`src/rtl/invc_pkg.sv`:
```
package invc_pkg;

   // Width and ceiling of the running inversion total
   localparam int TOTAL_W = 11;
   localparam logic [TOTAL_W-1:0] TOTAL_MAX = '1;

   // Control bits that travel down the cell row with each request
   typedef struct packed {
      logic valid;   // slot holds a request
      logic last;    // final element of the sequence
      logic ovf;     // element arrived past capacity: not compared, not stored
   } ctrl_type;

endpackage

```
`src/rtl/invc_cell.sv`:
```
// One cell of the row: holds the element whose sequence position equals
// CELL_INDEX, counts it against every later element passing by.
module invc_cell #(
   parameter int CELL_INDEX = 0,
   parameter int KEY_W      = 32,
   parameter int IDX_W      = 6,
   parameter int GREATER_W  = 6
) (
   input  logic                      clock,
   input  logic                      reset,
   input  logic                      enable,
   input  invc_pkg::ctrl_type        ctrl_in,
   input  logic [IDX_W-1:0]          index_in,
   input  logic [KEY_W-1:0]          key_in,
   input  logic [GREATER_W-1:0]      greater_in,
   output invc_pkg::ctrl_type        ctrl_out,
   output logic [IDX_W-1:0]          index_out,
   output logic [KEY_W-1:0]          key_out,
   output logic [GREATER_W-1:0]      greater_out
);

   localparam logic [IDX_W-1:0] MY_INDEX = IDX_W'(CELL_INDEX);

   invc_pkg::ctrl_type      ctrl_ff;
   logic [IDX_W-1:0]        index_ff;
   logic [KEY_W-1:0]        key_ff;
   logic [GREATER_W-1:0]    greater_ff, greater_in_next;
   logic [KEY_W-1:0]        stored_ff;
   logic                    active;
   logic                    hit;

   // Only in-capacity requests touch the stored element
   assign active = ctrl_in.valid && !ctrl_in.ovf;
   assign hit    = active && (index_in > MY_INDEX) && (stored_ff > key_in);
   assign greater_in_next = hit ? greater_in + GREATER_W'(1) : greater_in;

   // Control slot
   always_ff @(posedge clock) begin
      if (reset) begin
         ctrl_ff <= '0;
      end else if (enable) begin
         ctrl_ff <= ctrl_in;
      end
   end

   // Payload slot and stored element
   always_ff @(posedge clock) begin
      if (enable) begin
         index_ff   <= index_in;
         key_ff     <= key_in;
         greater_ff <= greater_in_next;
         if (active && index_in == MY_INDEX) begin
            stored_ff <= key_in;
         end
      end
   end

   assign ctrl_out    = ctrl_ff;
   assign index_out   = index_ff;
   assign key_out     = key_ff;
   assign greater_out = greater_ff;

   // A request never counts more elements than precede it
   a_greater_bound: assert property (@(posedge clock) disable iff (reset)
      (ctrl_ff.valid && !ctrl_ff.ovf) |-> (greater_ff <= GREATER_W'(index_ff)))
      else $error("cell count exceeds element position");

endmodule

```
`config.mk`:
```
export PLATFORM = sky130hd
export DESIGN_NAME = invc_cell
export DESIGN_NICKNAME = d
export VERILOG_FILES = /design/src/rtl/invc_pkg.sv /design/src/rtl/invc_cell.sv
export SDC_FILE = /design/constraint.sdc
export NUM_CORES = 1
export LEC_CHECK = 0
export ABC_AREA = 1
export BUFFER_PORTS_ARGS = -buffer_cell sky130_fd_sc_hd__buf_2
export CORE_MARGIN = 2
export CORE_UTILIZATION = 54
export CTS_BUF_LIST = sky130_fd_sc_hd__clkbuf_8
export CTS_CLUSTER_SIZE = 8
export DETAILED_ROUTE_END_ITERATION = 8
export GPL_TIMING_DRIVEN = 0
export PLACE_DENSITY = 0.79
export SLEW_MARGIN = 25
export SYNTH_ARGS = -nofsm -noshare
export SYNTH_HDL_FRONTEND = slang
export SYNTH_SLANG_ARGS = --single-unit
```
`constraint.sdc`:
```
create_clock -name clock -period 5.6 [get_ports clock]
set_input_delay 0.56 -clock clock [delete_from_list [all_inputs] [get_ports clock]]
set_output_delay 0.56 -clock clock [all_outputs]
set_load 0.02 [all_outputs]
```
Word-level counts from Yosys, hierarchy flattened
Cells that the tools add are included.

operators by class
  multiplexer cells = 1
  $lt $le $gt $ge = 2
  bitwise operators = 0
  reduce and logical (&&, ||, !) cells = 7
  equal/unequal tests = 0
  divide/modulo/power cells = 0
  add/subtract/negate cells = 1
  $mul = 0
  shifts and indexed selects = 0

operator list
  operator                                                       count
  greater-than comparator 32 bit                                 1
  adder 6 x 1 -> 6 bit, second input constant                    1
  greater-than comparator 6 x 1 -> 1 bit, second input constant  1
  zero test 6 bit                                                1
  2-to-1 mux 6 bit                                               1
  logical AND 1 bit                                              4
  AND reduction 2 bit                                            1
  zero test 1 bit                                                1

word-level totals
  bits of input ports = 50
  latch bits = 0
  memory bits (read-only) = 0
  register bits after elaboration = 79
  word-level logic and storage cells = 18
  RAM bits = 0
  output and inout bits = 47
  memories = 0

Logic depth before layout (Yosys ltp)
Gate-level depths: netlist of the first run.

  depth after elaboration = 5
  gate-level depth with buffers = 16
  gate-level depth less buffers = 16

Worst setup path after synthesis of the first run
OpenSTA, ideal clock, no wires.

  path kind = input-to-reg
  from = input index_in[1]
  to = register stored_ff[0], enable pin
  required time = 5.098 ns
  path slack = 1.285 ns
  stages = 3
  library setup time = 0.502 ns
  data arrival time = 3.813 ns
  path buffers = 0
  cell sequence = nor2_1 nand3_1 nor4_1

on the way
  cells in the longest elaborated chain, start to end = 3

RTL lines
  what                                  line             text
  start: declaration                    invc_cell.sv:13  input logic [IDX_W-1:0] index_in,
  zero test 6 bit                       invc_cell.sv:52  if (active && index_in == MY_INDEX) begin
  logical AND 1 bit                     invc_cell.sv:52
  AND reduction 2 bit (no source line)  -
  end signal: assignment                invc_cell.sv:53  stored_ff <= key_in;
  end: declaration                      invc_cell.sv:28  logic [KEY_W-1:0] stored_ff;

Every way passes these cells.
A chain may end at the register's enable or synchronous reset.

Final worst setup path of the first run
  from = input enable
  to = register stored_ff[4], enable pin

on the way
  cells in the longest elaborated chain, start to end = 1

RTL lines
  what                                  line             text
  start: declaration                    invc_cell.sv:11  input logic enable,
  AND reduction 2 bit (no source line)  -

Every way passes these cells.

==> key figures, run 1 <==
Worst setup path
  – Critical setup path kind: input pin to flip-flop
  – Worst-path cell chain: buf_4 -> inv_1 -> nor4_2 -> buf_2 -> buf_2
  – Worst path arrival time: ~2.6 ns
  – Worst setup EP type: flip-flop
  – Worst path max stage delay: 0.71 ns
  – Setup crit start kind: input pin
  – Worst endpoint required time: 5.64 ns
  – CP Max Fanout: just under 50
  – Slowest cell on crit path: nor4_2
  – Cell mode on critical path: buf_2

Cells and area
  – Final net count: 463
  – Area growth syn-to-layout: 22.8%
  – Core Util, Final: 0.677
  – Layout Cells excl Fill: 461
  – Design Area, Final: 4250 µm²
  – Share of cells above drive strength 1: 0.328
  – Antenna Cells: 0

Route
  – Vias: around 2.3k
  – Routed vias/inst: 4.89
  – Wire per inst: 13.4 µm
  – Total routed wirelength: 6170 µm
  – First-pass iteration count of the detailed router: 4
  – DRT iter0 DRCs: 74
  – Routed Antenna Nets: 0
  – DRC: 0

Placement
  – Final Wtd Congestion: 0.735
  – Post-DP HPWL: 4610 µm
  – DP Cell Count: 446
  – IO Port Bufs: 96
  – Dpl cell area: ~4100 µm²
  – Post-Place Worst Slack: between 2 and 2.5 ns

Pwr
  – NetSw: 0.283 mW
  – Sw Ratio: 0.235
  – Seq pwr share: 0.567
  – Static Leakage: 1.96 nW
  – Worst vdd ir: 0.000174 V
  – Power per Cell Area: approximately 280 nW/µm²
  – Part of the power in the clock network: 0.321
  – Internal: between 0.9 and 1 mW
  – Total power: 1.21 mW
  – Logic pwr share: 0.112

Timing
  – Tcrit/Tclk final: 0.448
  – Final hold violations: 0
  – Highest clock rate: roughly 400 MHz
  – Worst Slack Setup Final: 3.09 ns
  – Final Skew: 0.00902 ns
  – Slew headroom: 0.488
  – Min Hold Slack: 0.406 ns
  – RSZ-0062 raised after global routing: false
  – Max Slew Vio Count: 0
  – Post-layout min period: 2.51 ns
  – Slew @ Worst Pin: approximately 0.76 ns
  – Setup Viol. Count Final: 0
  – Setup_tns: 0 ns

Floorplan
  – Core ar.: 6280 µm²
  – Initial Util: 0.551
  – # IOs: 97
  – Die Y: 84.1 µm
  – DIE WIDTH: between 80 and 90 µm
  – Die area: 7070 µm²
  – # rows: 29

Global routing
  – Initial antenna violation count: 0
  – Vias in the first global route: 2202
  – Gr ovfl total: 0
  – Pin count of the biggest net entering global routing: 50
  – Total track usage: 0.187
  – First-pass GRT wire length: 10000 µm

Yosys
  – Yosys top cell by area: edfxtp_1
  – Synth Warn #: 0
  – Register area share after synthesis: 0.677
  – Cell Area, Synth: 3460 µm²
  – Most frequent cells after synthesis: edfxtp_1 (76), nand2_1 (52), inv_1 (41)
  – Post-synth ARST share: 0
  – Synth area leaders: edfxtp_1 (66%), ha_1 (12%), nand2_1 (5.6%)
  – Post-synth top flop: edfxtp_1
  – Most common cell in the netlist: edfxtp_1
  – Mean Syn Cell Area: 12.9 µm²
  – Yosys top cell area share: 0.659
  – Syn Nets: 351
  – Post-synthesis register bit count: a little under 80
  – Synth cell types: 25
  – Post-synth EDFFs: 76
  – Gate Count Post-Synth: 268

Job
  – Max Cap Viol: 0

Clock tree
  – Post-cts sizing count: 0
  – Setup bufs post-CTS: 0
  – H-tree depth: 3
  – Num CTS Buffers: 9
  – Clk_lat worst skew: ~0.35 ns
  – Bufs on Longest Clock Path: 2
  – Hold Buf Count CTS: 0
  – CTS tree: done
  – Worst-path clk slew: around 0.070 ns
  – Sink Count: 79
  – Clock Tree Root: clkbuf_8

Hold path
  – Hold/Removal Path Class: input pin to flip-flop

Status
  – Outcome: complete, no violations
cells by family after synthesis:
logic type	count (synthesis)	share of synthesized area
compound gates	22	0.0351
fa+ha+maj	33	0.119
buf+inv	44	0.0477
xor+xnor	3	0.00759
simple gates	87	0.114
flops	79	0.677
power by group through the flow:
| stage | logic [mW] | registers [mW] | clock network [mW] |
|---|---|---|---|
| after floorplan | 0.0364 | 0.733 | 0 |
| after global placement | 0.131 | 0.695 | 0 |
| after detailed placement | 0.137 | 0.697 | 0 |
| after CTS | 0.137 | 0.684 | 0.398 |
| after global routing | 0.150 | 0.685 | 0.419 |
| final | 0.135 | 0.683 | 0.387 |
metal layers:
metal  track usage  vias to the layer above  wire, µm
met5             0                        -         0
met4        0.0968                        0       140
met3        0.0425                       11       309
met2         0.298                       69      3050
met1         0.239                     1023      2660
li1              -                     1151         -
cell type report:
type	count	area, µm²
Fill cell	493	2030
Sequential cell	79	2340
Timing Repair Buffer	101	510
Multi-Input combinational cell	145	960
Tap cell	77	96.3
Clock buffer	9	124
Inverter	44	165
Clock inverter	6	52.6
registers in the layout, indices dropped and copies added, names as in the netlist:
name	flops
index_out	6
key_out	32
stored_ff	32
greater_out	6
ctrl_out	3
critical path, delay by kind of cell:
family | cells | cell delay [ns]
buffers and inverters | 4 | 1.25
AND/OR/NAND/NOR | 1 | 0.71
cell usage in the layout (no fill, tap or decap), types with 2 or more instances in the layout:
cell and n:
inv_1 41, nand3_1 5, nand2_1 52, nand2_2 2, buf_4 2, nor2_1 12
clkinv_1 3, buf_2 99, clkbuf_8 9, a21oi_1 16, nand4_1 8, ha_1 33
dfxtp_1 3, edfxtp_1 76, xnor2_1 2, nor2_2 4, inv_2 2, clkinv_2 3
path summary, 6_finish.rpt:
check / start / to / slack (ns) / cells past startpoint
setup / recovery: enable / stored_ff[4]$_DFFE_PP_ / 3.09 / 5
hold / removal: reset / ctrl_out[0]$_SDFFE_PP0P_ / 0.41 / 2
setup reg to reg: stored_ff[23]$_DFFE_PP_ / greater_out[4]$_DFFE_PP_ / 3.76 / 10
hold reg to reg: ctrl_out[0]$_SDFFE_PP0P_ / ctrl_out[0]$_SDFFE_PP0P_ / 0.46 / 2
Power figures use the tool's default switching activity.
==> inputs of run 2 (changes only) <==
- clock period: 5.6 -> 2.5 ns (I/O delays scaled with it)
==> key figures, run 2 (synthesized netlist as in run 1, its figures left out) <==
Worst setup path
  – Setup crit start kind: input pin
  – Critical setup path kind: input pin to flip-flop
  – Worst endpoint required time: 2.55 ns
  – Worst-path cell chain: buf_4 -> inv_1 -> nor4_4 -> buf_4 -> buf_6
  – CP Max Fanout: 49
  – Internal reg-to-reg setup slack: 0.69 ns
  – Slowest cell on crit path: nor4_4
  – Cell mode on critical path: buf_4
  – Crit path max-delay family: buffers and inverters
  – Worst path arrival time: 1.92 ns
  – Worst path max stage delay: 0.51 ns
  – Worst setup EP type: flip-flop
  – Critical path buffers and inverters: 4

Timing
  – Highest clock rate: 534 MHz
  – Min Hold Slack: slightly below 0.1 ns
  – Tcrit/Tclk final: 0.749
  – Post-layout min period: between 1.5 and 2 ns
  – RSZ-0062 raised after global routing: false
  – Setup Viol. Count Final: 0
  – Slew @ Worst Pin: 0.623 ns
  – Setup_tns: 0 ns
  – Final hold violations: 0
  – Max Slew Vio Count: 0
  – Slew headroom: 0.585
  – Final Skew: slightly below 0.006 ns

Route
  – First-pass iteration count of the detailed router: 4
  – Routed vias/inst: 4.95
  – DRC: 0
  – Wire per inst: 13.1 µm
  – Routed Antenna Nets: 0
  – DRT iter0 DRCs: about 110
  – Vias: 2277
  – Total routed wirelength: 6030 µm

Clock tree
  – Worst-path clk slew: ~0.070 ns
  – H-tree depth: 3
  – Setup bufs post-CTS: 0
  – CTS tree: done
  – Num CTS Buffers: 9
  – Sink Count: 79
  – Post-cts sizing count: 0
  – Clk_lat worst skew: 0.34 ns
  – Hold Buf Count CTS: 0
  – Clock Tree Root: clkbuf_8
  – Bufs on Longest Clock Path: 2

Cells and area
  – Most common cell after layout, fill and taps aside: buf_2
  – Leading cell types in the layout, fill and taps excluded: buf_2 (95), edfxtp_1 (76), nand2_1 (52), inv_1 (42), ha_1 (33)
  – Antenna Cells: 0
  – Sequential standard cell area: 2340 µm²
  – Share of cells above drive strength 1: 0.319
  – Core Util, Final: 0.675
  – Final net count: ~460
  – Area of the multi-input gates: 968 µm²
  – Fillcell total: 489
  – Area growth syn-to-layout: 22.4%

Global routing
  – Vias in the first global route: 2300
  – Most Crowded Layer GR: met2
  – Total track usage: 0.187
  – Gr ovfl total: 0
  – Met3 usage: 0.0623
  – Pin count of the biggest net entering global routing: 50
  – Initial antenna violation count: 0
  – First-pass GRT wire length: approximately 10000 µm
  – Met1 Use GR: 0.231
  – Met2 Usage GRT: 0.301

Pwr
  – Power per Cell Area: 614 nW/µm²
  – Logic pwr share: 0.116
  – Worst vdd ir: approximately 0.00046 V
  – Part of the power in the clock network: 0.296
  – Sw Ratio: 0.245
  – Seq pwr share: 0.588
  – Static Leakage: 1.94 nW
  – Internal: 1.97 mW
  – NetSw: between 0.6 and 0.7 mW

Floorplan
  – # rows: 29
  – DIE WIDTH: 84.1 µm
  – # IOs: 97
  – Initial Util: 0.551
  – Core ar.: about 6300 µm²
  – Die area: just over 7000 µm²
  – Die Y: 84.1 µm

Placement
  – IO Port Bufs: 96
  – Final Wtd Congestion: around 0.76
  – Post-DP HPWL: roughly 4500 µm

Hold path
  – Hold/Removal Path Class: input pin to flip-flop

Status
  – Outcome: complete, no violations

Job
  – Max Cap Viol: 0
## run 2: cell type report
cell class / instances / area share
repair buffers: 99 / 0.120
flip-flops and latches: 79 / 0.553
inverters: 44 / 0.0390
multi-input cells: 145 / 0.229
clock buffers: 9 / 0.0292
well taps: 77 / 0.0227
clock inverters: 7 / 0.00738
## run 2: per-stage QoR
stage | area (µm²) | setup slack (ns) | std cells | power [mW]
4_1_cts | 4230 | 0.206 | 460 | 2.62
5_1_grt | 4240 | 0.462 | 460 | 2.71
3_5_place_dp | 4080 | -0.167 | 444 | 1.87
6_report | 4240 | 0.628 | 460 | 2.60
3_3_place_gp | 4050 | -0.948 | 441 | 1.85
2_1_floorplan | 3480 | 0.560 | 268 | 1.72
## run 2: final timing paths
check	cells after the start	start	endpoint
max	5	enable	stored_ff[2]$_DFFE_PP_
min	2	reset	ctrl_out[1]$_SDFFE_PP0P_
max reg2reg	10	stored_ff[23]$_DFFE_PP_	greater_out[3]$_DFFE_PP_
min reg2reg	2	ctrl_out[0]$_SDFFE_PP0P_	ctrl_out[0]$_SDFFE_PP0P_
## run 2: power by group through the flow
| stage | registers, mW | logic (mW) | clock network, mW |
|---|---|---|---|
| 2_1_floorplan | 1.64 | 0.0826 | 0 |
| 3_3_place_gp | 1.56 | 0.296 | 0 |
| 3_5_place_dp | 1.56 | 0.306 | 0 |
| 4_1_cts | 1.53 | 0.308 | 0.784 |
| 5_1_grt | 1.54 | 0.337 | 0.838 |
| 6_report | 1.53 | 0.303 | 0.770 |
## run 2: routing by layer
layer  wire length, µm  up-vias
met5                 0        -
met4               111        0
met3               352        9
met2              2960       60
met1              2600     1059
li1                  -     1149
==> inputs of run 3 (changes only) <==
- clock period: 2.5 -> 1.9 ns (I/O delays scaled with it)
==> key figures, run 3 (synthesized netlist as in run 1, its figures left out) <==
Status
  – Outcome: complete, no violations

Cells and area
  – Area growth syn-to-layout: 26.0%
  – Final net count: 464
  – Share of cells above drive strength 1: 0.352
  – Most common cell after layout, fill and taps aside: buf_2
  – Antenna Cells: 0
  – Core Util, Final: 0.695
  – Leading cell types in the layout, fill and taps excluded: buf_2 (95), edfxtp_1 (76), nand2_1 (50), inv_1 (42), ha_1 (27)

Global routing
  – First-pass GRT wire length: between 10000 and 15000 µm
  – Pin count of the biggest net entering global routing: 50
  – Total track usage: 0.187
  – Vias in the first global route: 2300
  – Initial antenna violation count: 0
  – Gr ovfl total: 0

Worst setup path
  – Worst-path cell chain: ha_4 -> nand2_4 -> nor2_4 -> nand4_1 -> nor2_2 -> nand2_2 -> nand2_4 -> nand3_4 -> nand2_1 -> nand2_1
  – Crit path max-delay family: simple AND/OR/NAND/NOR gates
  – Slowest cell on crit path: edfxtp_1
  – Worst path arrival time: 1.91 ns
  – Worst setup EP type: flip-flop
  – Worst path max stage delay: between 0.4 and 0.5 ns
  – CP Max Fanout: 6
  – Setup crit start kind: flip-flop
  – Critical path buffers and inverters: 0
  – Worst endpoint required time: around 2 ns
  – Critical setup path kind: flip-flop to flip-flop

Clock tree
  – Sink Count: 79
  – CTS tree: done
  – Clk_lat worst skew: 0.34 ns
  – Clock Tree Root: clkbuf_8
  – Bufs on Longest Clock Path: 2
  – Worst-path clk slew: 0.08 ns
  – H-tree depth: 3
  – Num CTS Buffers: 9
  – Hold Buf Count CTS: 0

Route
  – Wire per inst: 13.2 µm
  – Vias: 2297
  – First-pass iteration count of the detailed router: 4
  – DRC: 0
  – Routed vias/inst: 4.96
  – Routed Antenna Nets: 0
  – Total routed wirelength: around 6100 µm
  – DRT iter0 DRCs: 131

Placement
  – Post-Place Worst Slack: -0.707 ns
  – Post-DP HPWL: 4550 µm
  – IO Port Bufs: 96
  – Final Wtd Congestion: around 0.76

Timing
  – Highest clock rate: between 500 and 600 MHz
  – Max Slew Vio Count: 0
  – Setup Viol. Count Final: 0
  – Slew @ Worst Pin: 0.473 ns
  – Slew headroom: 0.683
  – Worst Slack Setup Final: 0.0768 ns
  – Tcrit/Tclk final: 0.960
  – Post-layout min period: 1.82 ns
  – RSZ-0062 raised after global routing: true
  – Final hold violations: 0
  – Final Skew: 0.00623 ns

Floorplan
  – # IOs: 97
  – Core ar.: about 6300 µm²
  – DIE WIDTH: 84.1 µm
  – Die Y: 84.1 µm
  – Die area: 7070 µm²
  – Initial Util: 0.551
  – # rows: 29

Pwr
  – Static Leakage: 1.96 nW
  – Worst vdd ir: roughly 0.00060 V
  – Power per Cell Area: 789 nW/µm²
  – Total power: 3.44 mW

Hold path
  – Hold/Removal Path Class: input pin to flip-flop

Job
  – Max Cap Viol: 0
## run 3: cell count changes in the layout (fill, tap and decap cells not counted)
cell | before | now
a21oi_2 | 0 | 1
nand2_4 | 1 | 2
ha_1 | 33 | 27
ha_4 | 0 | 6
a21oi_1 | 16 | 15
nor2_1 | 12 | 10
buf_4 | 3 | 5
nand2_2 | 2 | 3
nand2_1 | 52 | 50
buf_6 | 1 | 2
nor2_2 | 4 | 5
nor2_4 | 0 | 1
## run 3: worst register-to-register path: cells and delay by family, from the launching register on
family                   cells  cell delay (ns)
flip-flops                   1             0.42
AND/OR/NAND/NOR              9             0.85
adder cells (fa/ha/maj)      1             0.30
## run 3: what timing repair did
action / CTS / global route
setup endpoints to repair: 27 / 17
setup buffers: 0 / 3
resized for setup: 1 / 14
pin swaps: 0 / 9
## run 3: worst paths after layout
kind,to,from,cells past startpoint,slack [ns]
worst max-delay path,greater_out[2]$_DFFE_PP_,stored_ff[21]$_DFFE_PP_,10,0.08
worst min-delay path,index_out[3]$_DFFE_PP_,index_in[3],1,0.04
worst max register to register,greater_out[2]$_DFFE_PP_,stored_ff[21]$_DFFE_PP_,10,0.08
worst min register to register,ctrl_out[0]$_SDFFE_PP0P_,ctrl_out[0]$_SDFFE_PP0P_,2,0.46
## run 3: cell type report
cell class	instances	area (µm²)
clock buffers	9	124
clock inverters	7	31.3
fillers	475	1920
inverters	44	165
multi-input cells	145	1070
flip-flops and latches	79	2340
well taps	77	96.3
repair buffers	102	536
## run 3: report_power, final
group | internal [mW] | switching, mW | total [mW]
clock network | 0.449 | 0.560 | 1.01
logic | 0.154 | 0.265 | 0.420
registers | 1.99 | 0.0181 | 2.01
## run 3: stage by stage
step / cell area, µm² / TNS, ns / hold slack, ns / instances
floorplan: 3480 / 0 / 0.259 / 268
global placement: 4050 / -47.58 / 0.379 / 441
detailed placement: 4080 / -18.33 / 0.382 / 444
CTS: 4240 / 0 / 0.0252 / 460
global route: 4360 / -0.481 / 0.0175 / 463
finish: 4360 / 0 / 0.0386 / 463
## run 3: per-layer routing
metal | vias to the layer above | wire, µm | GRT usage | part of all wire
li1 | 1154 | - | - | -
met1 | 1072 | 2660 | 0.231 | 0.44
met2 | 62 | 2980 | 0.301 | 0.49
met3 | 9 | 365 | 0.0623 | 0.060
met4 | 0 | 108 | 0.0792 | 0.018
met5 | - | 0 | 0 | 0
