<file path="src/rtl/invc_pkg.sv">
package invc_pkg;

   // Width and ceiling of the running inversion total
   localparam int TOTAL_W = 11;
   localparam logic [TOTAL_W-1:0] TOTAL_MAX = '1;

   // Control bits that travel down the cell row with each request
   typedef struct packed {
      logic valid;   // slot holds a request
      logic last;    // final element of the sequence
      logic ovf;     // element arrived past capacity: not compared, not stored
   } ctrl_type;

endpackage

</file>
<file path="src/rtl/invc_rsp_if.sv">
interface invc_rsp_if;
   logic                         valid;
   logic                         ready;
   logic [invc_pkg::TOTAL_W-1:0] inversion_total;
   logic                         overflowed;

   modport source (output valid, output inversion_total, output overflowed, input ready);
   modport sink   (input valid, input inversion_total, input overflowed, output ready);
endinterface

</file>
<file path="src/rtl/invc_tail.sv">
// End of the row: folds each request's count into the sequence total and
// holds the result until it is taken.
module invc_tail #(
   parameter int GREATER_W = 6
) (
   input  logic                  clock,
   input  logic                  reset,
   input  logic                  enable,
   input  invc_pkg::ctrl_type    ctrl_in,
   input  logic [GREATER_W-1:0]  greater_in,
   invc_rsp_if.source            rsp_if
);

   localparam int TW    = invc_pkg::TOTAL_W;
   localparam int SUM_W = ((GREATER_W > TW) ? GREATER_W : TW) + 1;

   logic [TW-1:0]    total_ff;
   logic             ovf_ff;
   logic             rsp_valid_ff;
   logic [TW-1:0]    rsp_total_ff;
   logic             rsp_ovf_ff;
   logic [SUM_W-1:0] sum_wide;
   logic [TW-1:0]    total_in;
   logic             ovf_in;
   logic             take;

   // Saturating add of this request's count
   assign sum_wide = SUM_W'(total_ff) + SUM_W'(greater_in);
   assign total_in = (sum_wide > SUM_W'(invc_pkg::TOTAL_MAX)) ?
                     invc_pkg::TOTAL_MAX : sum_wide[TW-1:0];
   assign ovf_in   = ovf_ff | ctrl_in.ovf;
   assign take     = enable && ctrl_in.valid;

   // Accumulators and result register
   always_ff @(posedge clock) begin
      if (reset) begin
         total_ff     <= '0;
         ovf_ff       <= 1'b0;
         rsp_valid_ff <= 1'b0;
      end else begin
         // New result wins over the hand-off of the previous one
         if (take && ctrl_in.last) begin
            rsp_valid_ff <= 1'b1;
         end else if (rsp_if.ready) begin
            rsp_valid_ff <= 1'b0;
         end
         if (take) begin
            if (ctrl_in.last) begin
               total_ff     <= '0;
               ovf_ff       <= 1'b0;
            end else begin
               total_ff <= total_in;
               ovf_ff   <= ovf_in;
            end
         end
      end
   end

   always_ff @(posedge clock) begin
      if (take && ctrl_in.last) begin
         rsp_total_ff <= total_in;
         rsp_ovf_ff   <= ovf_in;
      end
   end

   assign rsp_if.valid           = rsp_valid_ff;
   assign rsp_if.inversion_total = rsp_total_ff;
   assign rsp_if.overflowed      = rsp_ovf_ff;

   // Sequence end leaves clean accumulators behind
   a_clear_on_last: assert property (@(posedge clock) disable iff (reset)
      (take && ctrl_in.last) |=> (total_ff == '0 && !ovf_ff))
      else $error("accumulators not cleared after sequence end");

   // A result is never produced while the previous one is still held
   a_no_overwrite: assert property (@(posedge clock) disable iff (reset)
      (rsp_valid_ff && !rsp_if.ready) |-> !take)
      else $error("row advanced into a held result");

endmodule

</file>
<file path="src/flat_wrapper.sv">
// flat-port wrapper written by rule: the top's interface ports become plain ports
module invc_tail_flat 
#(
   parameter int GREATER_W = 6
)
  (clock, reset, enable, ctrl_in, greater_in, rsp_if_valid, rsp_if_inversion_total, rsp_if_overflowed, rsp_if_ready);
  invc_rsp_if rsp_if_i ();
  input  logic clock;
  input  logic reset;
  input  logic enable;
  input  invc_pkg::ctrl_type ctrl_in;
  input  logic [GREATER_W-1:0] greater_in;
  output wire logic [$bits(rsp_if_i.valid)-1:0] rsp_if_valid;
  output wire logic [$bits(rsp_if_i.inversion_total)-1:0] rsp_if_inversion_total;
  output wire logic [$bits(rsp_if_i.overflowed)-1:0] rsp_if_overflowed;
  input wire logic [$bits(rsp_if_i.ready)-1:0] rsp_if_ready;
  assign rsp_if_valid = rsp_if_i.valid;
  assign rsp_if_inversion_total = rsp_if_i.inversion_total;
  assign rsp_if_overflowed = rsp_if_i.overflowed;
  assign rsp_if_i.ready = rsp_if_ready;
  invc_tail #(.GREATER_W(GREATER_W)) u_core (.clock(clock), .reset(reset), .enable(enable), .ctrl_in(ctrl_in), .greater_in(greater_in), .rsp_if(rsp_if_i));
endmodule
</file>
<file path="config.mk">
export PLATFORM = sky130hd
export DESIGN_NAME = invc_tail_flat
export DESIGN_NICKNAME = d
export VERILOG_FILES = /design/src/rtl/invc_pkg.sv /design/src/rtl/invc_rsp_if.sv /design/src/rtl/invc_tail.sv /design/src/flat_wrapper.sv
export SDC_FILE = /design/constraint.sdc
export NUM_CORES = 1
export LEC_CHECK = 0
export BUFFER_PORTS_ARGS = -buffer_cell sky130_fd_sc_hd__buf_2
export CORE_MARGIN = 3
export CORE_UTILIZATION = 47
export CTS_CLUSTER_DIAMETER = 120
export DETAILED_ROUTE_END_ITERATION = 7
export GPL_ROUTABILITY_DRIVEN = 0
export PLACE_DENSITY_LB_ADDON = 0.05
export SLEW_MARGIN = 40
export SYNTH_ARGS = -nofsm -noshare
export SYNTH_HDL_FRONTEND = slang
export SYNTH_SLANG_ARGS = --single-unit
</file>
<file path="constraint.sdc">
create_clock -name clock -period 3.25 [get_ports clock]
set_input_delay 0.1625 -clock clock [delete_from_list [all_inputs] [get_ports clock]]
set_output_delay 0.1625 -clock clock [all_outputs]
set_load 0.02 [all_outputs]
</file>
After elaboration in Yosys (flattened, before gate mapping)
Index checks and enable logic that the tools add are counted.
Storage, ports and cells
  register bits: 25
  word-level logic and storage cells: 16
Operators by class
  $add $sub $neg: 1
  magnitude comparators: 1
  multiplexer cells: 5
  bitwise operators: 1
  reductions and logical operators: 3
Operators by type and width (count)
  11-bit two-way mux: 2
  11-bit by 6-bit adder with 12-bit output: 1
  12-bit by 11-bit greater-than comparator with 1-bit output (second input constant): 1
  1-bit two-way mux: 3
  1-bit logical AND: 2
  2-bit nonzero test: 1
  1-bit bitwise OR: 1

Logic depth before layout (Yosys ltp)
Gate-level depths: netlist of the first run.
  word-level depth: 4
  gate-level depth with buffers: 7

Worst setup path before layout of the first run
OpenSTA, ideal clock, no wires.
  kind: reg-to-reg
  from: register u_core.total_ff[0]
  to: register u_core.rsp_total_ff[10], in the netlist u_core.rsp_if.inversion_total[10] (data pin)
  setup time: 0.262 ns
  arrival time: 1.788 ns
  path slack: 1.200 ns
  cell stages (with the launch flop): 7
  cell sequence: dfxtp_1 > ha_1 > fa_1 > a211oi_1 > o21ai_1 > nand3_1 > mux2_1
On the way
  word-level cells in the longest chain between the ends: 3
Ends and longest elaborated chain
  start: declaration: RTL line invc_tail.sv:17  | logic [TW-1:0] total_ff;
  start signal: assignment: RTL line invc_tail.sv:52  | total_ff <= total_in;
  11-bit by 6-bit adder with 12-bit output (*): RTL line invc_tail.sv:28  | assign sum_wide = SUM_W'(total_ff) + SUM_W'(greater_in);
  12-bit by 11-bit greater-than comparator with 1-bit output: RTL line invc_tail.sv:29  | assign total_in = (sum_wide > SUM_W'(invc_pkg::TOTAL_MAX)) ?
  11-bit two-way mux (*): RTL line invc_tail.sv:29
  net u_core.total_in[10]: RTL line invc_tail.sv:23  | logic [TW-1:0] total_in;
  end signal: assignment: RTL line invc_tail.sv:61  | rsp_total_ff <= total_in;
  end: declaration: RTL line invc_tail.sv:20  | logic [TW-1:0] rsp_total_ff;
The timed path passes the listed nets; every way through them passes the cells marked *.
A chain may end at the register's enable or synchronous reset.

Worst setup path after layout of the first run
Ends and elaborated chain as after synthesis.

==> results.sh, run 1 <==
export IMPL_slew_viol_final=0
export IMPL_layout_common_cells="25 x buf_2, 13 x dfxtp_1, 12 x edfxtp_1"
export IMPL_dp_hpwl_mm=1.84
export IMPL_rsz0062_at_grt="false"
export IMPL_dieArea_um2=3350
export IMPL_core_area_um2=2520
export IMPL_yosysSeqAreaShare_pct=49.1
export IMPL_max_freq_ghz=0.454
export IMPL_row_count=18
export IMPL_synth_fa_ha_area_share_pct=7.52
export IMPL_fin_crit_ps=2200
export IMPL_synth_edf_count=12
export IMPL_postSynthNetCount=136
export IMPL_powerDensity_nw_per_um2=379
export IMPL_drive_gt1_share_pct=26.7
export IMPL_avgSynthCellArea_um2=10.9
export IMPL_cts_buffers_inserted=3
export IMPL_start_util_pct=50.1
export IMPL_hold_buffers=0
export IMPL_wl_mm=2.48
export IMPL_post_cts_repair_setup_buffers=0
export IMPL_clockBufferDepth=2
export IMPL_clock_skew_ps=4.10
export IMPL_fp_dieH_um=57.9
export IMPL_holdWs_ps=50.5
export IMPL_die_w_um=57.9
export IMPL_track_usage_pct=16.3
export IMPL_vias=968
export IMPL_worst_setup_path_end_kind="flip-flop"
export IMPL_tightest_slew_ps=530
export IMPL_overflow=0
export IMPL_nets=167
export IMPL_max_cap_viol_count=0
export IMPL_drc=0
export IMPL_drtIter0Drc=23
export IMPL_synth_top_area_cell="edfxtp_1"
export IMPL_synth_top_family_by_area="compound AO/OA/AOI/OAI gates"
export IMPL_required_ps=3330
export IMPL_cts_tree="done"
export IMPL_ys_warnings_count=0
export IMPL_synth_area_um2=1260
export IMPL_synth_seq_cells=25
export IMPL_ios=26
export IMPL_yosys_area_share_simple_pct=14.0
export IMPL_outcome="finished, final reports clean"
export IMPL_setup_violations=0
export IMPL_cts_sinks=25
export IMPL_maxSlewHeadroom_pct=64.5
export IMPL_grt_pass1_vias=914
export IMPL_syn2layout_area_growth_pct=16.0
export IMPL_timing_final_crit_share_pct=67.7
export IMPL_tns_ps=0
export IMPL_ys_async_sr_fraction_pct=0
export IMPL_start_kind="flip-flop"
export IMPL_antenna_cells=0
export IMPL_leakagePower_uw=0.000643
export IMPL_clockRootBuffer="clkbuf_4"
export IMPL_synth_top_cells_by_area="edfxtp_1 28%, dfxtp_1 21%, ha_1 5.9%, a22o_1 4.8%, nand2b_1 3.0%"
export IMPL_synth_xor_area_share_pct=3.46
export IMPL_final_common_cell="buf_2"
export IMPL_synth_top_area_share_pct=28.5
export IMPL_worstPathArrival_ps=2280
export IMPL_ctsResizeCount=0
export IMPL_peakVddDrop_mv=0.243
export IMPL_synth_compound_area_share_pct=21.5
export IMPL_clkTransAtPathRegs_ps=140
export IMPL_antenna_found_initial=0
export IMPL_drt_wirelength_per_cell_um=14.1
export IMPL_finalHoldViolCount=0
export IMPL_synthCells=116
export IMPL_synthFlopType="dfxtp_1"
export IMPL_vias_per_cell=5.50
export IMPL_dr_pass1_iters=4
export IMPL_grt_max_degree=14
export IMPL_ys_types=35
export IMPL_muxShareOfSynthArea_pct=2.67
export IMPL_port_buffers=25
export IMPL_critPathMaxFanout=3
export IMPL_grt_pass1_wl_mm=4.21
export IMPL_htree_levels=1
export IMPL_insertion_delay_ps=310
export IMPL_hold_class="primary input to flip-flop"
export IMPL_worst_setup_path_type="flip-flop to flip-flop"
export IMPL_ant_nets=0
==> registers in the layout, summed over array words and instances, names as in the netlist <==
register,count
u_core.ovf_ff,1
u_core.rsp_if.valid,1
u_core.rsp_if.overflowed,1
u_core.rsp_if.inversion_total,11
u_core.total_ff,11
==> final cells by class <==
class                   instances  area, um^2
repair buffers                 27         140
multi-input cells              85         624
well taps                      30        37.5
inverters                       5        18.8
fillers                       238        1050
clock buffers                   4        26.3
flip-flops and latches         25         621
==> power breakdown <==
part | switching (uW) | internal (uW) | leakage, uW
clock | 92.6 | 48.0 | 0.0000150
combinational | 42.7 | 31.0 | 0.000411
sequential | 3.06 | 340 | 0.000217
total | 138 | 419 | 0.000643
==> path summary, 6_finish.rpt <==
path / startpoint / end / slack, ps / cells after the start
worst min-delay path: reset / u_core.total_ff[6] / 50 / 2
worst max register to register: u_core.total_ff[0] / u_core.rsp_if.inversion_total[10] / 1050 / 6
worst min register to register: u_core.ovf_ff / u_core.ovf_ff / 480 / 2
worst max-delay path: u_core.total_ff[0] / u_core.rsp_if.inversion_total[10] / 1050 / 6
==> cells in the mapped netlist, types with 2 or more instances <==
| library cell | n |
|---|---|
| a211oi_1 | 3 |
| a21o_1 | 4 |
| a21oi_1 | 5 |
| a22o_1 | 7 |
| and2_1 | 3 |
| dfxtp_1 | 13 |
| edfxtp_1 | 12 |
| ha_1 | 6 |
| inv_1 | 5 |
| mux2_1 | 2 |
| nand2_1 | 7 |
| nand2b_1 | 6 |
| nor2_1 | 10 |
| nor3_1 | 3 |
| o211ai_1 | 2 |
| o21a_1 | 2 |
| o21ai_0 | 2 |
| o21ai_1 | 2 |
| o21bai_1 | 2 |
| or2_4 | 2 |
| xnor2_1 | 4 |
==> stage by stage <==
step                      instances  setup WS, ps  utilization (%)  area [um^2]  total power, uW
after detailed placement        172          1070             57.0         1440              423
after global placement          172          1120             57.0         1440              422
final                           176          1050             58.2         1470              557
after global routing            176           872             58.2         1470              586
after CTS                       176          1040             58.1         1470              563
after floorplan                 116          1200                -         1260              399
==> cell families (layout without fill, tap and decap cells) <==
logic type / Yosys count / count (layout)
buffers and inverters: 6 / 36
XOR/XNOR: 5 / 5
AND/OR/NAND/NOR: 35 / 35
multiplexers: 3 / 3
AO/OA/AOI/OAI: 35 / 35
flip-flops: 25 / 25
adder cells (fa/ha/maj): 7 / 7
==> worst max-delay path: stages (launching register included) <==
cell	delay, ps
dfxtp_1	340
ha_1	230
fa_1	430
a211oi_1	320
o21ai_1	150
nand3_1	150
mux2_1	330
==> layer usage <==
metal / track usage (%) / part of all wire (%) / wire length [um] / vias to the layer above
li1: - / - / - / 486
met1: 24.0 / 50 / 1230 / 454
met2: 24.4 / 44 / 1090 / 24
met3: 2.67 / 5.0 / 124 / 4
met4: 4.97 / 1.2 / 30 / 0
met5: 0 / 0 / 0 / -
No activity file was read; power rests on OpenSTA's default activity.
==> run 2: changes to the inputs <==
clock period = 1.8 ns   (was 3.25 ns; I/O delays follow)
==> run 2 against run 1 <==
Against the previous run: combinational power rose to 2.6 times the previous value; critical path type unchanged; die area unchanged; power grew 91%; critical path depth did not move; final area up 22%; final cell count rose by 13%; setup slack worse by 1100 ps; sequential share of layout area shrank 7.3 points; hold slack improved by 15 ps; the run now ends with negative setup slack left.
==> results.sh, run 2 (synthesis gave the netlist of run 1 again) <==
export IMPL_outcome="complete, but fails checks"
export IMPL_failed_checks="negative setup slack"
export IMPL_rsz0062_at_grt="true"
export IMPL_critPathBufInv=0
export IMPL_clock_skew_ps=0.843
export IMPL_leakagePower_uw=0.000768
export IMPL_antenna_cells=0
export IMPL_slowest_delay_ps=390
export IMPL_min_from="ctrl_in[1]"
export IMPL_track_usage_pct=19.1
export IMPL_crit_family="compound AO/OA/AOI/OAI gates"
export IMPL_dr_pass1_iters=4
export IMPL_hold_class="primary input to flip-flop"
export IMPL_rr_startpoint="u_core.total_ff[2]"
export IMPL_drt_wirelength_per_cell_um=15.0
export IMPL_die_w_um=57.9
export IMPL_clockBufferDepth=2
export IMPL_setup_slack_ps=-61.9
export IMPL_cts_buffers_inserted=3
export IMPL_dieArea_um2=3350
export IMPL_overflow=0
export IMPL_dpl_instance_area_um2=1580
export IMPL_maxSlewHeadroom_pct=70.3
export IMPL_worst_setup_path_type="flip-flop to flip-flop"
export IMPL_timing_final_crit_share_pct=103
export IMPL_setup_violations=4
export IMPL_cp_depth=6
export IMPL_syn2layout_area_growth_pct=41.7
export IMPL_pre_cts_ws_ps=-131
export IMPL_peakVddDrop_mv=0.535
export IMPL_worstPathArrival_ps=1950
export IMPL_path_cells="ha_4, o211ai_1, o21ai_4, a21o_1, and2_4, mux2_4"
export IMPL_nets=190
export IMPL_final_cell_count_no_fill=199
export IMPL_fin_area_um2=1790
export IMPL_wl_mm=2.99
export IMPL_antenna_found_initial=0
export IMPL_drtIter0Drc=24
export IMPL_ios=26
export IMPL_max_freq_ghz=0.537
export IMPL_tightest_slew_ps=443
export IMPL_htree_levels=1
export IMPL_drc=0
export IMPL_powerDensity_nw_per_um2=592
export IMPL_finalHoldViolCount=0
export IMPL_layout_common_cells="25 x buf_2, 22 x buf_4, 12 x edfxtp_1"
export IMPL_insertion_delay_ps=310
export IMPL_start_kind="flip-flop"
export IMPL_ff2ff_path_depth=6
export IMPL_slowest_stage="dfxtp_2"
export IMPL_clockRootBuffer="clkbuf_4"
export IMPL_start_util_pct=50.1
export IMPL_worst_setup_path_end_kind="flip-flop"
export IMPL_vias_per_cell=5.30
export IMPL_final_common_cell="buf_2"
export IMPL_max_cap_viol_count=0
export IMPL_critPathMaxFanout=6
export IMPL_ant_nets=0
export IMPL_startpoint="u_core.total_ff[2]"
export IMPL_rrSetupSlack_ps=-60
export IMPL_grt_pass1_vias=1106
export IMPL_fp_dieH_um=57.9
export IMPL_slew_viol_final=0
export IMPL_grt_max_degree=15
export IMPL_finish_utilization_pct=71.1
export IMPL_reg2reg_to="u_core.rsp_if.inversion_total[7]"
export IMPL_drive_gt1_share_pct=49.7
export IMPL_cts_tree="done"
export IMPL_fin_crit_ps=1860
export IMPL_vias=1055
export IMPL_place_inst=187
export IMPL_row_count=18
export IMPL_grt_pass1_wl_mm=4.98
export IMPL_core_area_um2=2520
export IMPL_cp_endpoint="u_core.rsp_if.inversion_total[7]"
export IMPL_dp_hpwl_mm=2.04
export IMPL_clkTransAtPathRegs_ps=130
export IMPL_required_ps=1880
export IMPL_port_buffers=25
export IMPL_cts_sinks=25
==> run 2: through the flow <==
step	hold WS [ps]	TNS [ps]	total power, uW
5_1_grt	68.0	-872	1120
4_1_cts	69.3	-364	1050
6_report	65.2	-130	1060
2_1_floorplan	156	-126	723
3_3_place_gp	303	-360	783
3_5_place_dp	309	-646	787
==> run 2: how the worst min path moves through the flow <==
stage	cells after the start	to	slack [ps]
floorplan	1	u_core.total_ff[6]	160
global placement	2	u_core.total_ff[6]	300
detailed placement	2	u_core.total_ff[6]	310
CTS	4	u_core.rsp_if.valid	70
global route	4	u_core.total_ff[6]	70
finish	4	u_core.total_ff[6]	70
==> run 2: power breakdown <==
part / total [uW] / internal [uW] / switching (uW) / leakage [uW]
registers: 622 / 614 / 7.95 / 0.000221
clock network: 249 / 83.1 / 166 / 0.0000177
logic: 190 / 93.9 / 96.2 / 0.000530
==> run 2: cell type report <==
class / instances / area, um^2
inverters: 5 / 18.8
multi-input cells: 86 / 771
repair buffers: 49 / 310
flip-flops and latches: 25 / 628
well taps: 30 / 37.5
clock buffers: 3 / 22.5
clock inverters: 1 / 5.00
fillers: 195 / 729
==> run 2: repair_timing <==
| action | CTS | global route |
|---|---|---|
| hold endpoints to repair | 3 | 0 |
| gates resized for setup | 11 | 11 |
| pin swaps | 10 | 18 |
| setup endpoints to repair | 14 | 17 |
| gates cloned | 0 | 1 |
| buffers inserted | 3 | 2 |
| hold buffers | 2 | 0 |
==> run 2: worst register-to-register path: cells and delay by family, from the launching register on <==
kind | cells | cell delay [ps]
simple gates | 1 | 160
mux | 1 | 290
flops | 1 | 390
compound gates | 3 | 610
fa+ha+maj | 1 | 200
==> run 2: layer usage <==
metal / GRT usage, % / vias to the layer above / share of wire (%)
met2: 33.5 / 20 / 50
met4: 5.63 / 0 / 1.1
met3: 3.12 / 4 / 3.7
met5: 0 / - / 0
met1: 24.0 / 496 / 46
li1: - / 535 / -
==> run 3: changes to the inputs <==
PLACE_DENSITY = 0.72   (was default)
PLACE_DENSITY_LB_ADDON = default   (was 0.05)
==> run 3 against run 2 <==
Against the previous run: the run still ends with negative setup slack left; hold slack worse by 58 ps; flip-flop and latch count did not move; maximum frequency is 5.3% lower; first-iteration DRC count increased by 75%; highest routed layer unchanged.
==> results.sh, run 3 (synthesis gave the netlist of run 1 again) <==
export IMPL_outcome="complete, but fails checks"
export IMPL_failed_checks="negative setup slack"
export IMPL_slowest_delay_ps=360
export IMPL_route_met3_wl_um=238
export IMPL_htree_levels=1
export IMPL_register_area_um2=628
export IMPL_switchingPower_uw=276
export IMPL_dr_wl_met2_mm=1.84
export IMPL_worst_setup_path_type="flip-flop to flip-flop"
export IMPL_grt_max_degree=14
export IMPL_setup_violations=19
export IMPL_pwr_share_seq_pct=58.0
export IMPL_vias_per_cell=5.91
export IMPL_wl_mm=3.59
export IMPL_layout_common_cells="25 x buf_2, 19 x buf_4, 12 x edfxtp_1"
export IMPL_cell_internal_pwr_uw=796
export IMPL_ios=26
export IMPL_finish_utilization_pct=72.7
export IMPL_final_common_cell="buf_2"
export IMPL_core_area_um2=2520
export IMPL_critPathBufInv=0
export IMPL_p_sw_share_pct=25.7
export IMPL_cts_buffers_inserted=3
export IMPL_critPathMaxFanout=6
export IMPL_dieArea_um2=3350
export IMPL_ant_nets=0
export IMPL_fp_dieH_um=57.9
export IMPL_slew_viol_final=0
export IMPL_worst_setup_path_end_kind="flip-flop"
export IMPL_p_total_uw=1070
export IMPL_maxSlewHeadroom_pct=74.6
export IMPL_start_kind="flip-flop"
export IMPL_antenna_found_initial=0
export IMPL_worstPathArrival_ps=2050
export IMPL_wl_met1_mm=1.46
export IMPL_drive_gt1_share_pct=51.8
export IMPL_leakagePower_uw=0.000780
export IMPL_pre_cts_ws_ps=-185
export IMPL_dr_max_layer_used="met4"
export IMPL_dp_hpwl_mm=2.23
export IMPL_peakVddDrop_mv=0.426
export IMPL_nets=191
export IMPL_rsz0062_at_grt="true"
export IMPL_pwr_share_comb_pct=18.8
export IMPL_overflow=0
export IMPL_vias=1182
export IMPL_cts_tree="done"
export IMPL_max_cap_viol_count=0
export IMPL_max_freq_ghz=0.509
export IMPL_hold_class="primary input to flip-flop"
export IMPL_p_clk_share_pct=23.2
export IMPL_insertion_delay_ps=310
export IMPL_start_util_pct=50.1
export IMPL_powerDensity_nw_per_um2=585
export IMPL_drtIter0Drc=42
export IMPL_fin_crit_ps=1970
export IMPL_tightest_slew_ps=380
export IMPL_path_cells="ha_4, a21oi_1, o21ai_2, a21o_1, and2_4, mux2_4"
export IMPL_antenna_cells=0
export IMPL_required_ps=1880
export IMPL_dpl_instance_area_um2=1570
export IMPL_setup_slack_ps=-166
export IMPL_fin_area_um2=1830
export IMPL_crit_family="compound AO/OA/AOI/OAI gates"
export IMPL_grt_pass1_wl_mm=5.21
export IMPL_cts_sinks=25
export IMPL_nFillCells=157
export IMPL_grt_pass1_vias=1152
export IMPL_dr_pass1_iters=4
export IMPL_clockRootBuffer="clkbuf_4"
export IMPL_port_buffers=25
export IMPL_row_count=18
export IMPL_slowest_stage="dfxtp_2"
export IMPL_track_usage_pct=20.3
export IMPL_timing_final_crit_share_pct=109
export IMPL_finalHoldViolCount=0
export IMPL_syn2layout_area_growth_pct=44.9
export IMPL_multi_input_area_um2=788
export IMPL_clkTransAtPathRegs_ps=130
export IMPL_die_w_um=57.9
export IMPL_clockBufferDepth=2
export IMPL_drt_wirelength_per_cell_um=18.0
export IMPL_drc=0
export IMPL_clock_skew_ps=2.80
==> run 3: cell types whose count changed in the layout (fill, tap and decap cells not counted), sizes merged <==
cell / before / now
dlygate4sd3: 2 / 1
clkinv: 1 / 0
clkbuf: 3 / 4
buf: 47 / 49
==> run 3: tightest hold or removal path, delay by kind of cell <==
kind                   cells  cell delay (ps)
AOI/OAI and AO/OA          1               50
buffers and inverters      1               80
and+or+nand+nor            1               70
==> run 3: cell type report <==
cell class / count / area share (%)
timing repair buffer: 50 / 18.2
tap: 30 / 2.05
multi-input combinational: 86 / 43.0
sequential: 25 / 34.3
inverter: 5 / 1.02
clock buffer: 4 / 1.43
==> run 3: path summary, 6_finish.rpt <==
kind         slack (ps)                                to                from  depth (start not counted)
min                   7                     u_core.ovf_ff          ctrl_in[0]                          3
max reg2reg        -170  u_core.rsp_if.inversion_total[7]  u_core.total_ff[4]                          6
max                -170  u_core.rsp_if.inversion_total[7]  u_core.total_ff[4]                          6
min reg2reg         490                     u_core.ovf_ff       u_core.ovf_ff                          2
==> run 3: what timing repair did <==
action | 4_1_cts | 5_1_grt
pin swaps | 16 | 13
endpoints found under the hold margin | 2 | 0
buffers inserted | 5 | 4
resized for setup | 15 | 16
cloned | 1 | 0
hold buffers | 1 | 0
endpoints found under the setup margin | 12 | 19
==> run 3: power by group through the flow <==
stage,clock (uW),combinational [uW],sequential (uW)
6_report,249,202,622
5_1_grt,277,217,624
4_1_cts,245,176,621
3_5_place_dp,0,155,632
3_3_place_gp,0,148,631
2_1_floorplan,0,80.1,643
==> run 3: metrics by stage <==
step                      hold slack [ps]  TNS, ps  std cells
after floorplan                       156     -126        116
after global placement                304     -342        186
after detailed placement              311     -993        186
after CTS                            14.0     -534        197
after global routing                 48.5    -1890        200
final                                6.81    -1200        200
==> run 3: layer usage <==
metal	track usage, %	vias up
li1	-	541
met3	3.12	7
met5	0	-
met1	24.6	587
met2	36.1	47
met4	7.62	0
